File: config.mk
export PLATFORM = sky130hd
export DESIGN_NAME = uart_frame_deframer_checksum_unit
export DESIGN_NICKNAME = d
export VERILOG_FILES = /design/src/hw/rtl/ufd_pkg.sv /design/src/hw/rtl/ufd_regs.sv /design/src/hw/rtl/ufd_core.sv /design/src/hw/rtl/uart_frame_deframer_checksum_unit.sv
export SDC_FILE = /design/constraint.sdc
export NUM_CORES = 1
export LEC_CHECK = 0
export BUFFER_PORTS_ARGS = -buffer_cell sky130_fd_sc_hd__buf_4
export CORE_AREA = 2 2 126 128
export CTS_CLUSTER_DIAMETER = 100
export DETAILED_ROUTE_END_ITERATION = 12
export DIE_AREA = 0 0 128 130
export PLACE_DENSITY = 0.76
export SLEW_MARGIN = 20
export SYNTH_ARGS = -nofsm -noshare
export SYNTH_HDL_FRONTEND = slang
export SYNTH_SLANG_ARGS = --single-unit
File: constraint.sdc
create_clock -name clk -period 7.9 [get_ports clk]
set_input_delay 0.79 -clock clk [delete_from_list [all_inputs] [get_ports clk]]
set_output_delay 0.79 -clock clk [all_outputs]
set_load 0.05 [all_outputs]
File: src/hw/rtl/ufd_pkg.sv
`default_nettype none
package ufd_pkg;

	// Register indexes on the configuration port
	localparam logic REG_HEADER = 1'b0;
	localparam logic REG_GAP    = 1'b1;

	localparam logic [7:0]  HEADER_RESET = 8'hFC;
	localparam logic [15:0] GAP_RESET    = 16'd100;
	localparam logic [15:0] IDLE_MAX     = 16'hFFFF;

	// Frame position codes; payload byte k sits at POS_PAYLOAD + k
	localparam logic [8:0] POS_HUNT    = 9'd0;
	localparam logic [8:0] POS_TYPE    = 9'd1;
	localparam logic [8:0] POS_LENGTH  = 9'd2;
	localparam logic [8:0] POS_CHECK   = 9'd3;
	localparam logic [8:0] POS_PAYLOAD = 9'd4;

	typedef struct packed {
		logic [7:0]  header_byte;
		logic [15:0] gap_limit;
	} ufd_cfg_t;

	typedef struct packed {
		logic       has_byte;
		logic [7:0] payload_byte;
		logic [7:0] byte_index;
		logic [6:0] frame_kind;
		logic       ack_wanted;
		logic       frame_end;
		logic       frame_good;
	} ufd_result_t;

endpackage
`default_nettype wire

File: src/hw/rtl/ufd_regs.sv
`default_nettype none
module ufd_regs (
	input  wire                 clk,
	input  wire                 arst_n,
	input  wire                 psel,
	input  wire                 penable,
	input  wire                 pwrite,
	input  wire  [2:0]          paddr,
	input  wire  [31:0]         pwdata,
	output logic [31:0]         prdata,
	output logic                pready,
	output ufd_pkg::ufd_cfg_t   cfg
);
	import ufd_pkg::*;

	logic [7:0]  header_q;
	logic [15:0] gap_q;
	logic        wr_en;
	logic        reg_sel;

	assign reg_sel = paddr[2];
	assign wr_en   = psel & penable & pwrite;
	assign pready  = 1'b1;

	always_ff @(posedge clk or negedge arst_n) begin
		if (!arst_n) begin
			header_q <= HEADER_RESET;
			gap_q    <= GAP_RESET;
		end else if (wr_en) begin
			case (reg_sel)
				REG_HEADER: header_q <= pwdata[7:0];
				REG_GAP:    gap_q    <= pwdata[15:0];
				default:    ;
			endcase
		end
	end

	always_comb begin
		case (reg_sel)
			REG_HEADER: prdata = {24'd0, header_q};
			REG_GAP:    prdata = {16'd0, gap_q};
			default:    prdata = 32'd0;
		endcase
	end

	assign cfg.header_byte = header_q;
	assign cfg.gap_limit   = gap_q;

endmodule
`default_nettype wire

File: src/hw/rtl/ufd_core.sv
`default_nettype none
module ufd_core (
	input  wire                   clk,
	input  wire                   arst_n,
	input  ufd_pkg::ufd_cfg_t     cfg,
	input  wire                   item_kind,
	input  wire  [7:0]            item_byte,
	input  wire                   advance,
	output logic                  produces,
	output ufd_pkg::ufd_result_t  result
);
	import ufd_pkg::*;

	logic [8:0]  pos_q;
	logic [7:0]  len_q;
	logic [7:0]  type_q;
	logic [7:0]  check_q;
	logic [7:0]  sum_q;
	logic [15:0] idle_q;

	logic [8:0]  pos_eff;
	logic [8:0]  pos_next;
	logic [7:0]  sum_add;
	logic [7:0]  idx;
	logic        last;
	logic        is_byte;
	logic        in_payload;

	assign is_byte    = ~item_kind;
	assign pos_eff    = (idle_q > cfg.gap_limit) ? POS_HUNT : pos_q;
	assign in_payload = pos_eff >= POS_PAYLOAD;
	assign idx        = 8'(pos_eff - POS_PAYLOAD);
	assign last       = ({1'b0, idx} + 9'd1) >= {1'b0, len_q};
	assign sum_add    = sum_q + item_byte;

	assign produces = is_byte & (in_payload | ((pos_eff == POS_CHECK) & (len_q == 8'd0)));

	always_comb begin
		result.frame_kind = type_q[6:0];
		result.ack_wanted = type_q[7];
		if (in_payload) begin
			result.has_byte     = 1'b1;
			result.payload_byte = item_byte;
			result.byte_index   = idx;
			result.frame_end    = last;
			result.frame_good   = last & (sum_add == check_q);
		end else begin
			// empty frame: the check byte closes it
			result.has_byte     = 1'b0;
			result.payload_byte = 8'd0;
			result.byte_index   = 8'd0;
			result.frame_end    = 1'b1;
			result.frame_good   = (item_byte == 8'd0);
		end
	end

	always_comb begin
		case (pos_eff)
			POS_HUNT:   pos_next = (item_byte == cfg.header_byte) ? POS_TYPE : POS_HUNT;
			POS_TYPE:   pos_next = POS_LENGTH;
			POS_LENGTH: pos_next = POS_CHECK;
			POS_CHECK:  pos_next = (len_q == 8'd0) ? POS_HUNT : POS_PAYLOAD;
			default:    pos_next = last ? POS_HUNT : pos_eff + 9'd1;
		endcase
	end

	always_ff @(posedge clk or negedge arst_n) begin
		if (!arst_n) begin
			pos_q   <= POS_HUNT;
			len_q   <= 8'd0;
			type_q  <= 8'd0;
			check_q <= 8'd0;
			sum_q   <= 8'd0;
			idle_q  <= 16'd0;
		end else if (advance) begin
			if (!is_byte) begin
				if (idle_q != IDLE_MAX)
					idle_q <= idle_q + 16'd1;
			end else begin
				idle_q <= 16'd0;
				pos_q  <= pos_next;
				case (pos_eff)
					POS_HUNT:   ;
					POS_TYPE:   type_q <= item_byte;
					POS_LENGTH: len_q  <= item_byte;
					POS_CHECK: begin
						check_q <= item_byte;
						sum_q   <= 8'd0;
					end
					default:    sum_q  <= sum_add;
				endcase
			end
		end
	end

endmodule
`default_nettype wire

File: src/hw/rtl/uart_frame_deframer_checksum_unit.sv
`default_nettype none
// Channel  | handshake          | payload
// ---------+--------------------+-------------------------------------------------
// input    | in_valid, in_stall | kind, byte_value
// output   | out_valid,out_stall| has_byte, payload_byte, byte_index, frame_kind,
//          |                    | ack_wanted, frame_end, frame_good
// config   | APB psel/penable   | paddr, pwdata, prdata (header_byte, gap_limit)
//
// One transaction per cycle sustained unless a result waits on a stalled output.
// A transaction is held in the input register, where the deframer logic updates
// frame state and, where a result is due, loads the output register.
// Reset clears frame state and loads the register defaults. A stalled output
// holds back only transactions that make a result; ticks and header bytes
// still flow past a waiting result.
module uart_frame_deframer_checksum_unit (
	input  wire         clk,
	input  wire         arst_n,
	// input channel
	input  wire         in_valid,
	output logic        in_stall,
	input  wire         kind,
	input  wire  [7:0]  byte_value,
	// output channel
	output logic        out_valid,
	input  wire         out_stall,
	output logic        has_byte,
	output logic [7:0]  payload_byte,
	output logic [7:0]  byte_index,
	output logic [6:0]  frame_kind,
	output logic        ack_wanted,
	output logic        frame_end,
	output logic        frame_good,
	// configuration port
	input  wire         psel,
	input  wire         penable,
	input  wire         pwrite,
	input  wire  [2:0]  paddr,
	input  wire  [31:0] pwdata,
	output logic [31:0] prdata,
	output logic        pready
);
	import ufd_pkg::*;

	ufd_cfg_t    cfg;
	ufd_result_t res_comb;
	ufd_result_t res_q;

	logic        valid_s1;
	logic        kind_s1;
	logic [7:0]  byte_s1;
	logic        out_valid_q;
	logic        produces;
	logic        go_s1;
	logic        in_take;
	logic        out_free;

	ufd_regs u_regs (
		.clk     (clk),
		.arst_n  (arst_n),
		.psel    (psel),
		.penable (penable),
		.pwrite  (pwrite),
		.paddr   (paddr),
		.pwdata  (pwdata),
		.prdata  (prdata),
		.pready  (pready),
		.cfg     (cfg)
	);

	// output register can take a new result if empty or being drained
	assign out_free = ~out_valid_q | ~out_stall;
	// input stage moves on unless it owes a result that cannot be placed
	assign go_s1    = valid_s1 & (~produces | out_free);
	assign in_stall = valid_s1 & ~go_s1;
	assign in_take  = in_valid & ~in_stall;

	ufd_core u_core (
		.clk       (clk),
		.arst_n    (arst_n),
		.cfg       (cfg),
		.item_kind (kind_s1),
		.item_byte (byte_s1),
		.advance   (go_s1),
		.produces  (produces),
		.result    (res_comb)
	);

	// input register
	always_ff @(posedge clk or negedge arst_n) begin
		if (!arst_n) begin
			valid_s1 <= 1'b0;
		end else if (in_take) begin
			valid_s1 <= 1'b1;
		end else if (go_s1) begin
			valid_s1 <= 1'b0;
		end
	end

	always_ff @(posedge clk) begin
		if (in_take) begin
			kind_s1 <= kind;
			byte_s1 <= byte_value;
		end
	end

	// result register
	always_ff @(posedge clk or negedge arst_n) begin
		if (!arst_n) begin
			out_valid_q <= 1'b0;
		end else if (go_s1 && produces) begin
			out_valid_q <= 1'b1;
		end else if (!out_stall) begin
			out_valid_q <= 1'b0;
		end
	end

	always_ff @(posedge clk) begin
		if (go_s1 && produces)
			res_q <= res_comb;
	end

	assign out_valid    = out_valid_q;
	assign has_byte     = res_q.has_byte;
	assign payload_byte = res_q.payload_byte;
	assign byte_index   = res_q.byte_index;
	assign frame_kind   = res_q.frame_kind;
	assign ack_wanted   = res_q.ack_wanted;
	assign frame_end    = res_q.frame_end;
	assign frame_good   = res_q.frame_good;

endmodule
`default_nettype wire

==> run metrics, run 1 <==
area leader, netlist dfrtp_1; Max Buffers Root-to-Sink 2; Area Overhead vs Synth 18.6%; diodes inserted 0; main area contributors after synthesis dfrtp_1, edfxtp_1, mux2_2, ha_1, a21oi_1; minimum clock period 5.61 ns; endpoints failing hold 0; hold buffers post-CTS 0; Gate Count Post-Synth 613; period utilization 71.0%; post-route ant nets 0; Post-synth top cells dfrtp_1, a21oi_1, mux2_2; RSZ-0062 raised after global routing false; syn avg cell area 10.9 um^2; CTS resizes 0; pin count of the biggest net entering global routing 68; setup slack at placement 2.48 ns; Fin Setup TNS 0 ns; Worst VDD drop 0.000175 V; Max-Slew Margin vs Limit 36.9%; worst-case reg-to-reg path depth 19; CTS buffer count 17; worst r2r src u_core.idle_q[15]$_DFFE_PN0P_; Post-synth EDFFs 36; final setup vio count 0; sw frac 36.7%; Worst Path Max Fanout 11; LEAKAGE 3.50 nW; Worst Slack Setup Final 2.29 ns; Clock Power Share 29.9%; post-synth design cell area 6710 um^2; Gate power share 35.4%; root buffer cell clkbuf_16; first-pass GRT wire length 24,200 um; Final Core Density 51.6%; Post-Route WL 14,500 um; RePlAce Congestion 0.847; Layout Skew 0.00809 ns; clk sinks 119; Power Dens Cells 325 nW/um^2; status complete, no violations; Req. time, crit path 7.11 ns; critical path launch point u_core.idle_q[15]$_DFFE_PN0P_; die area 16,600 um^2; P_sw 0.952 mW; vias per std cell 5.50; Max Freq 0.178 GHz; Max-Cap Viols 0; worst path arrival time 4.82 ns; number of warnings issued by yosys 0; DR vias 4,903; Initial Util 43.5%; Routed WL per cell 16.3 um; io pins 113; CORE AREA 15,400 um^2; Async SR Flop Fraction 69.7%; # rows 46; #FFs+latches synth 119; Synth top area share 27.6%; gr usage total 18.7%; final slew viol count 0; Critical R2R Capture u_core.pos_q[4]$_DFFE_PN0P_; most frequent cell after synthesis dfrtp_1; Synth Flop Type dfrtp_1; initial drt markers 383; Netlist cell types 66; Post CTS Setup Buffer Count 0; vias in the first global route 4,794; residual DRC count 0; Post-layout nets 775; slack of the worst reg-to-reg path 2.31 ns; share of cells above drive strength 1 25.7%; Post-DP HPWL 10,200 um; Hold WC Path Type in -> async; CTS tree done; sequential area share after synthesis 47.2%; CTS H-tree depth 4; initial antenna violation count 0; CP Capture Type output pin; Seq pwr share 34.7%; Die X 128 um; Clock transition at path regs 0.06 ns; Detailed Routing Iterations Pass 1 5; Int Pwr 1.64 mW; Port Buffer Count 77; Die Height 130 um; worst slew pin tran 0.945 ns; clock latency on the worst-skew pair 0.42 ns; crit start category register; Crit Path Category reg -> out; grt ovf 0
[worst max-delay path, cell delays in order, from the launching register on]
cell	delay [ns]
dfrtp_1	0.42
ha_1	0.33
nand4_1	0.19
nor2_1	0.07
nor3_1	0.45
nand4b_1	0.51
nand2_1	0.40
nand2_1	0.22
inv_2	0.15
ha_1	0.49
nand3_2	0.38
a21oi_1	0.32
and2_1	0.23
buf_4	0.22
[through the flow]
| stage | hold WS, ns | instance area, um^2 | cells | power, mW |
|---|---|---|---|---|
| after floorplan | 0.419 | 6770 | 628 | 1.60 |
| after global placement | 0.427 | 7360 | 860 | 1.79 |
| after detailed placement | 0.429 | 7360 | 860 | 1.82 |
| after CTS | 0.204 | 7960 | 892 | 2.61 |
| after global routing | 0.227 | 7960 | 892 | 2.75 |
| final | 0.216 | 7960 | 892 | 2.59 |
[state kept, by name (all words and copies together) (netlist names), 7 cells and up]
name and flops:
u_core.idle_q 16, frame_kind 7, byte_s1 8, u_core.pos_q 9, u_core.type_q 8, u_core.len_q 8, payload_byte 8, byte_index 8
u_regs.header_q 8, u_regs.gap_q 16, u_core.sum_q 8, u_core.check_q 8
[cell usage in the layout (no fill, tap or decap), types with 3 or more instances in the layout]
cell type | netlist | final
a211oi_1 | 3 | 3
a21o_1 | 10 | 10
a21oi_1 | 48 | 47
a22o_1 | 6 | 6
a31oi_1 | 5 | 5
and2_1 | 19 | 19
and3_1 | 9 | 9
and4_1 | 3 | 3
buf_4 | 19 | 80
clkbuf_16 | 0 | 17
clkinv_4 | 0 | 6
conb_1 | 2 | 17
dfrtp_1 | 74 | 74
dfstp_2 | 9 | 9
edfxtp_1 | 36 | 36
ha_1 | 36 | 36
inv_1 | 37 | 37
mux2_1 | 12 | 12
mux2_2 | 45 | 45
nand2_1 | 36 | 36
nand2b_1 | 3 | 3
nand3_1 | 18 | 18
nand4_1 | 16 | 16
nor2_1 | 14 | 14
nor2b_1 | 3 | 3
nor3_1 | 10 | 10
nor4_1 | 6 | 6
o2111ai_4 | 3 | 3
o211ai_1 | 5 | 5
o21a_1 | 3 | 3
o21ai_0 | 15 | 15
o21ai_1 | 8 | 8
o22ai_1 | 4 | 4
o31ai_1 | 6 | 6
or3_1 | 9 | 9
or4_1 | 5 | 5
xnor2_1 | 12 | 12
xor2_1 | 15 | 15
[area by class of cell]
class	instances	area, um^2
Clock buffer	17	425
Tap cell	192	240
Multi-Input combinational cell	430	3210
Sequential cell	119	3170
Clock inverter	15	170
Timing Repair Buffer	80	601
Fill cell	1375	7460
Inverter	39	146
[cells by family after synthesis]
family / share of synthesized area [%]
buf+inv: 5.84
other cells: 0.112
fa+ha+maj: 7.01
mux: 9.72
compound gates: 13.2
xor+xnor: 3.52
flops: 47.2
simple gates: 13.4
[worst max path at each step]
stage / slack [ns] / end / cells after the start
after floorplan: 3.15 / ack_wanted$_DFFE_PP_ / 13
after global placement: 2.51 / u_core.pos_q[3]$_DFFE_PN0P_ / 19
after detailed placement: 2.48 / u_core.pos_q[4]$_DFFE_PN0P_ / 19
after CTS: 2.34 / in_stall / 13
after global routing: 1.81 / u_core.pos_q[6]$_DFFE_PN0P_ / 20
final: 2.29 / in_stall / 13
[metal layers]
metal / wire length [um] / up-vias / global-route usage (%)
li1: - / 2368 / -
met1: 6840 / 2376 / 26.2
met2: 6720 / 144 / 28.7
met3: 766 / 15 / 4.31
met4: 206 / 0 / 6.72
met5: 0 / - / 0
[power groups by stage]
stage | Clock, mW | Sequential [mW] | Combinational (mW)
4_1_cts | 0.791 | 0.898 | 0.918
5_1_grt | 0.816 | 0.918 | 1.01
6_report | 0.776 | 0.898 | 0.917
2_1_floorplan | 0 | 0.923 | 0.677
3_5_place_dp | 0 | 0.907 | 0.911
3_3_place_gp | 0 | 0.902 | 0.888
No activity file was read; power rests on OpenSTA's default activity.
==> inputs of run 2 (changes only) <==
- PLACE_DENSITY: 0.76 -> 0.78
- clock period: 7.9 -> 4.8 ns (I/O delays scaled with it)
==> run metrics, run 2 (synthesis gave the netlist of run 1 again) <==
status complete, no violations; CP Capture Type register; clk sinks 119; share of cells above drive strength 1 26.4%; Area Overhead vs Synth 19.6%; LEAKAGE 3.53 nW; setup slack at placement 0.321 ns; diodes inserted 0; Max-Slew Margin vs Limit 38.6%; Die X 128 um; Post CTS Setup Buffer Count 0; Initial Util 43.5%; CORE AREA 15,400 um^2; crit-path cells ha_1 -> nand4_1 -> nor4_4 -> o21ai_1 -> nand4b_1 -> nand2_1 -> nand2_1 -> inv_2 -> ha_1 -> inv_1 -> nand3_1 -> a31o_1 -> ha_1 -> a21o_1 -> a21o_1 -> a21oi_1 -> o21ai_0 -> a221oi_2 -> buf_4 -> nand2_1 -> o22ai_1; crit start category register; final slew viol count 0; Worst Path Max Fanout 8; worst hold slack 0.228 ns; minimum clock period 4.47 ns; endpoints failing hold 0; root buffer cell clkbuf_16; worst path arrival time 4.80 ns; Hold WC Path Type in -> reg; CTS tree done; Detailed Routing Iterations Pass 1 5; residual DRC count 0; commonest non-fill, non-tap cell in the layout buf_4; Max Freq 0.224 GHz; Die Height 130 um; Max-Cap Viols 0; Crit Path Category reg -> reg; gr usage total 18.7%; # rows 46; post-route ant nets 0; Post-DP HPWL 10,600 um; Post-layout nets 786; vias in the first global route 4,759; worst slew pin tran 0.919 ns; first-pass GRT wire length 24,300 um; hold path cells 1; period utilization 93.1%; Layout Skew 0.00960 ns; CTS H-tree depth 4; Final Core Density 52.0%; initial antenna violation count 0; clock latency on the worst-skew pair 0.43 ns; Worst Slack Setup Final 0.333 ns; Largest regs u_core.idle_q x16, u_regs.gap_q x16, u_core.pos_q x9; Req. time, crit path 5.14 ns; RePlAce Congestion 0.865; Power Dens Cells 529 nW/um^2; pin count of the biggest net entering global routing 62; Clock transition at path regs 0.06 ns; highest-count cells in the layout ignoring fill and taps buf_4, dfrtp_1, a21oi_1, mux2_2, inv_1; die area 16,600 um^2; Post-Route WL 14,900 um; slowest CP cell nor4_4; io pins 113; DR vias 5,041; grt ovf 0; Worst VDD drop 0.000364 V; initial drt markers 438; Port Buffer Count 77; Routed WL per cell 16.5 um; worst-case reg-to-reg path depth 21; CTS buffer count 17; Max Buffers Root-to-Sink 2; final setup vio count 0; CP peak stage delay 0.46 ns; vias per std cell 5.58
-- run 2: cell type report --
type                    instances  area (um^2)
inverters                      39          146
multi-input cells             430         3220
clock inverters                13          123
fillers                      1357         7400
repair buffers                 91          686
flip-flops and latches        119         3170
clock buffers                  19          443
well taps                     192          240
-- run 2: layer usage --
layer	vias to the layer above	global-route usage, %	wire length, um
li1	2389	-	-
met1	2459	25.5	6880
met2	170	29.1	6880
met3	23	4.96	918
met4	0	6.72	246
met5	-	0	0
-- run 2: path summary, 6_finish.rpt --
kind / start / end / slack (ns)
hold / removal: byte_value[2] / byte_s1[2]$_DFFE_PP_ / 0.23
max in group asynchronous: arst_n / u_core.pos_q[8]$_DFFE_PN0P_ / 3.22
setup reg to reg: u_core.idle_q[14]$_DFFE_PN0P_ / u_core.pos_q[5]$_DFFE_PN0P_ / 0.33
min in group asynchronous: arst_n / u_core.idle_q[15]$_DFFE_PN0P_ / 0.48
hold reg to reg: u_core.type_q[1]$_DFFE_PN0P_ / frame_kind[1]$_DFFE_PP_ / 0.44
setup / recovery: u_core.idle_q[14]$_DFFE_PN0P_ / u_core.pos_q[5]$_DFFE_PN0P_ / 0.33
-- run 2: where the power goes --
group / internal (mW) / leakage (nW) / total (mW) / switching [mW]
registers: 1.31 / 1.38 / 1.48 / 0.175
clock network: 0.728 / 0.268 / 1.21 / 0.483
logic: 0.641 / 1.89 / 1.55 / 0.909
-- run 2: through the flow --
step	setup TNS, ns	instance area (um^2)	instances	power (mW)
floorplan	0	6770	628	2.63
global placement	0	7440	870	2.97
detailed placement	0	7440	870	3.02
CTS	0	8020	903	4.25
global route	-0.0122	8020	903	4.48
finish	0	8020	903	4.24
-- run 2: worst max-delay path: cells and delay by family, from the launching register on --
family	cells	cell delay, ns
flip-flops	1	0.44
AO/OA/AOI/OAI	8	1.41
buffers and inverters	3	0.43
AND/OR/NAND/NOR	7	1.36
adder cells (fa/ha/maj)	3	0.76
-- run 2: timing repair --
action                     4_1_cts  5_1_grt
setup endpoints to repair        0        5
hold buffers                     1        0
gates resized for setup          0        1
hold endpoints to repair        14        0
==> inputs of run 3 (changes only) <==
- CTS_BUF_LIST: default -> sky130_fd_sc_hd__clkbuf_8
- TNS_END_PERCENT: default -> 30
==> run metrics, run 3 (synthesis gave the netlist of run 1 again) <==
status complete, no violations; highest-count cells in the layout ignoring fill and taps buf_4, dfrtp_1, a21oi_1, mux2_2, inv_1; Endpoint, Worst Hold byte_s1[2]$_DFFE_PP_; slack of the worst reg-to-reg path 0.34 ns; hold path cells 1; LEAKAGE 3.45 nW; Post-Route WL 14,700 um; Post CTS Setup Buffer Count 0; Post-layout nets 786; HP Start byte_value[2]; final setup vio count 0; Die Height 130 um; CP Capture Type register; Fin Setup TNS 0 ns; io pins 113; Critical R2R Capture u_core.pos_q[5]$_DFFE_PN0P_; period utilization 92.9%; pin count of the biggest net entering global routing 62; share of cells above drive strength 1 26.4%; gr usage total 18.6%; Max Freq 0.224 GHz; worst path arrival time 4.83 ns; clk sinks 119; initial antenna violation count 0; CTS H-tree depth 4; DR vias 5,026; fill count 1,394; Power Dens Cells 495 nW/um^2; crit start category register; residual DRC count 0; Layout Skew 0.0150 ns; crit-path cells ha_1 -> nand4_1 -> nor4_4 -> o21ai_1 -> nand4b_1 -> nand2_1 -> nand2_1 -> inv_2 -> ha_1 -> inv_1 -> nand3_1 -> a31o_1 -> ha_1 -> a21o_1 -> a21o_1 -> a21oi_1 -> o21ai_0 -> a221oi_2 -> buf_4 -> nand2_1 -> o22ai_1; total power 3.88 mW; RSZ-0062 raised after global routing false; post-route ant nets 0; worst slew pin tran 0.909 ns; CORE AREA 15,400 um^2; worst hold slack 0.185 ns; Req. time, crit path 5.18 ns; Hold WC Path Type in -> reg; Worst VDD drop 0.000305 V; Max-Cap Viols 0; Crit Path Category reg -> reg; slowest CP cell nor4_4; clock latency on the worst-skew pair 0.47 ns; CTS buffer count 17; Detailed Routing Iterations Pass 1 5; Routed WL per cell 16.2 um; Max-Slew Margin vs Limit 39.2%; grt ovf 0; vias in the first global route 4,707; vias per std cell 5.57; root buffer cell clkbuf_8; endpoints failing hold 0; Placed Area 7440 um^2; Port Buffer Count 77; diodes inserted 0; Post-DP HPWL 10,600 um; Area Overhead vs Synth 16.7%; Largest regs u_core.idle_q x16, u_regs.gap_q x16, u_core.pos_q x9; final slew viol count 0; first-pass GRT wire length 24,000 um; RePlAce Congestion 0.865; initial drt markers 371; Die X 128 um; worst-case reg-to-reg path depth 21; worst r2r src u_core.idle_q[14]$_DFFE_PN0P_; Initial Util 43.5%; # rows 46; minimum clock period 4.46 ns; CP peak stage delay 0.45 ns; post-route cell area 7830 um^2; Final Core Density 50.8%; Clock transition at path regs 0.07 ns; commonest non-fill, non-tap cell in the layout buf_4; die area 16,600 um^2; Max Buffers Root-to-Sink 2; Worst Path Max Fanout 8; CTS tree done
-- run 3: how the worst max path moves through the flow --
stage | start | end | slack, ns | depth (start not counted)
finish | u_core.idle_q[14]$_DFFE_PN0P_ | u_core.pos_q[5]$_DFFE_PN0P_ | 0.34 | 21
global route | u_regs.gap_q[15]$_DFFE_PN0P_ | u_core.pos_q[4]$_DFFE_PN0P_ | 0.03 | 22
CTS | u_core.idle_q[14]$_DFFE_PN0P_ | u_core.pos_q[5]$_DFFE_PN0P_ | 0.29 | 21
detailed placement | u_core.idle_q[14]$_DFFE_PN0P_ | u_core.pos_q[5]$_DFFE_PN0P_ | 0.32 | 21
global placement | u_core.idle_q[15]$_DFFE_PN0P_ | u_core.pos_q[4]$_DFFE_PN0P_ | 0.39 | 21
floorplan | u_core.idle_q[15]$_DFFE_PN0P_ | ack_wanted$_DFFE_PP_ | 0.05 | 13
-- run 3: critical path, delay by kind of cell (launching register included) --
| family | cells | cell delay (ns) |
|---|---|---|
| adder cells (fa/ha/maj) | 3 | 0.75 |
| AND/OR/NAND/NOR | 7 | 1.33 |
| AO/OA/AOI/OAI | 8 | 1.41 |
| flip-flops | 1 | 0.44 |
| buffers and inverters | 3 | 0.44 |
-- run 3: what timing repair did --
item                                   4_1_cts  5_1_grt
setup endpoints to repair                    0        6
endpoints found under the hold margin       14        0
hold buffers                                 1        0
resized for setup                            0        1
-- run 3: routing by layer --
metal,GRT usage (%),routed length [um]
met2,28.3,6720
met3,4.92,957
met5,0,0
met4,7.76,254
met1,25.4,6730
-- run 3: through the flow --
stage | setup slack [ns] | std cells
2_1_floorplan | 0.0461 | 628
3_3_place_gp | 0.393 | 870
3_5_place_dp | 0.321 | 870
4_1_cts | 0.290 | 903
5_1_grt | 0.0346 | 903
6_report | 0.343 | 903
-- run 3: cell type report --
cell class	instances	area, um^2	share of cell area (%)
clock inverters	14	126	1.61
multi-input cells	430	3220	41.1
repair buffers	91	686	8.75
flip-flops and latches	119	3170	40.5
well taps	192	240	3.07
inverters	39	146	1.87
clock buffers	18	248	3.16
-- run 3: report_power, final --
part / internal (mW) / switching [mW]
Clock: 0.424 / 0.437
Sequential: 1.30 / 0.173
Combinational: 0.641 / 0.899
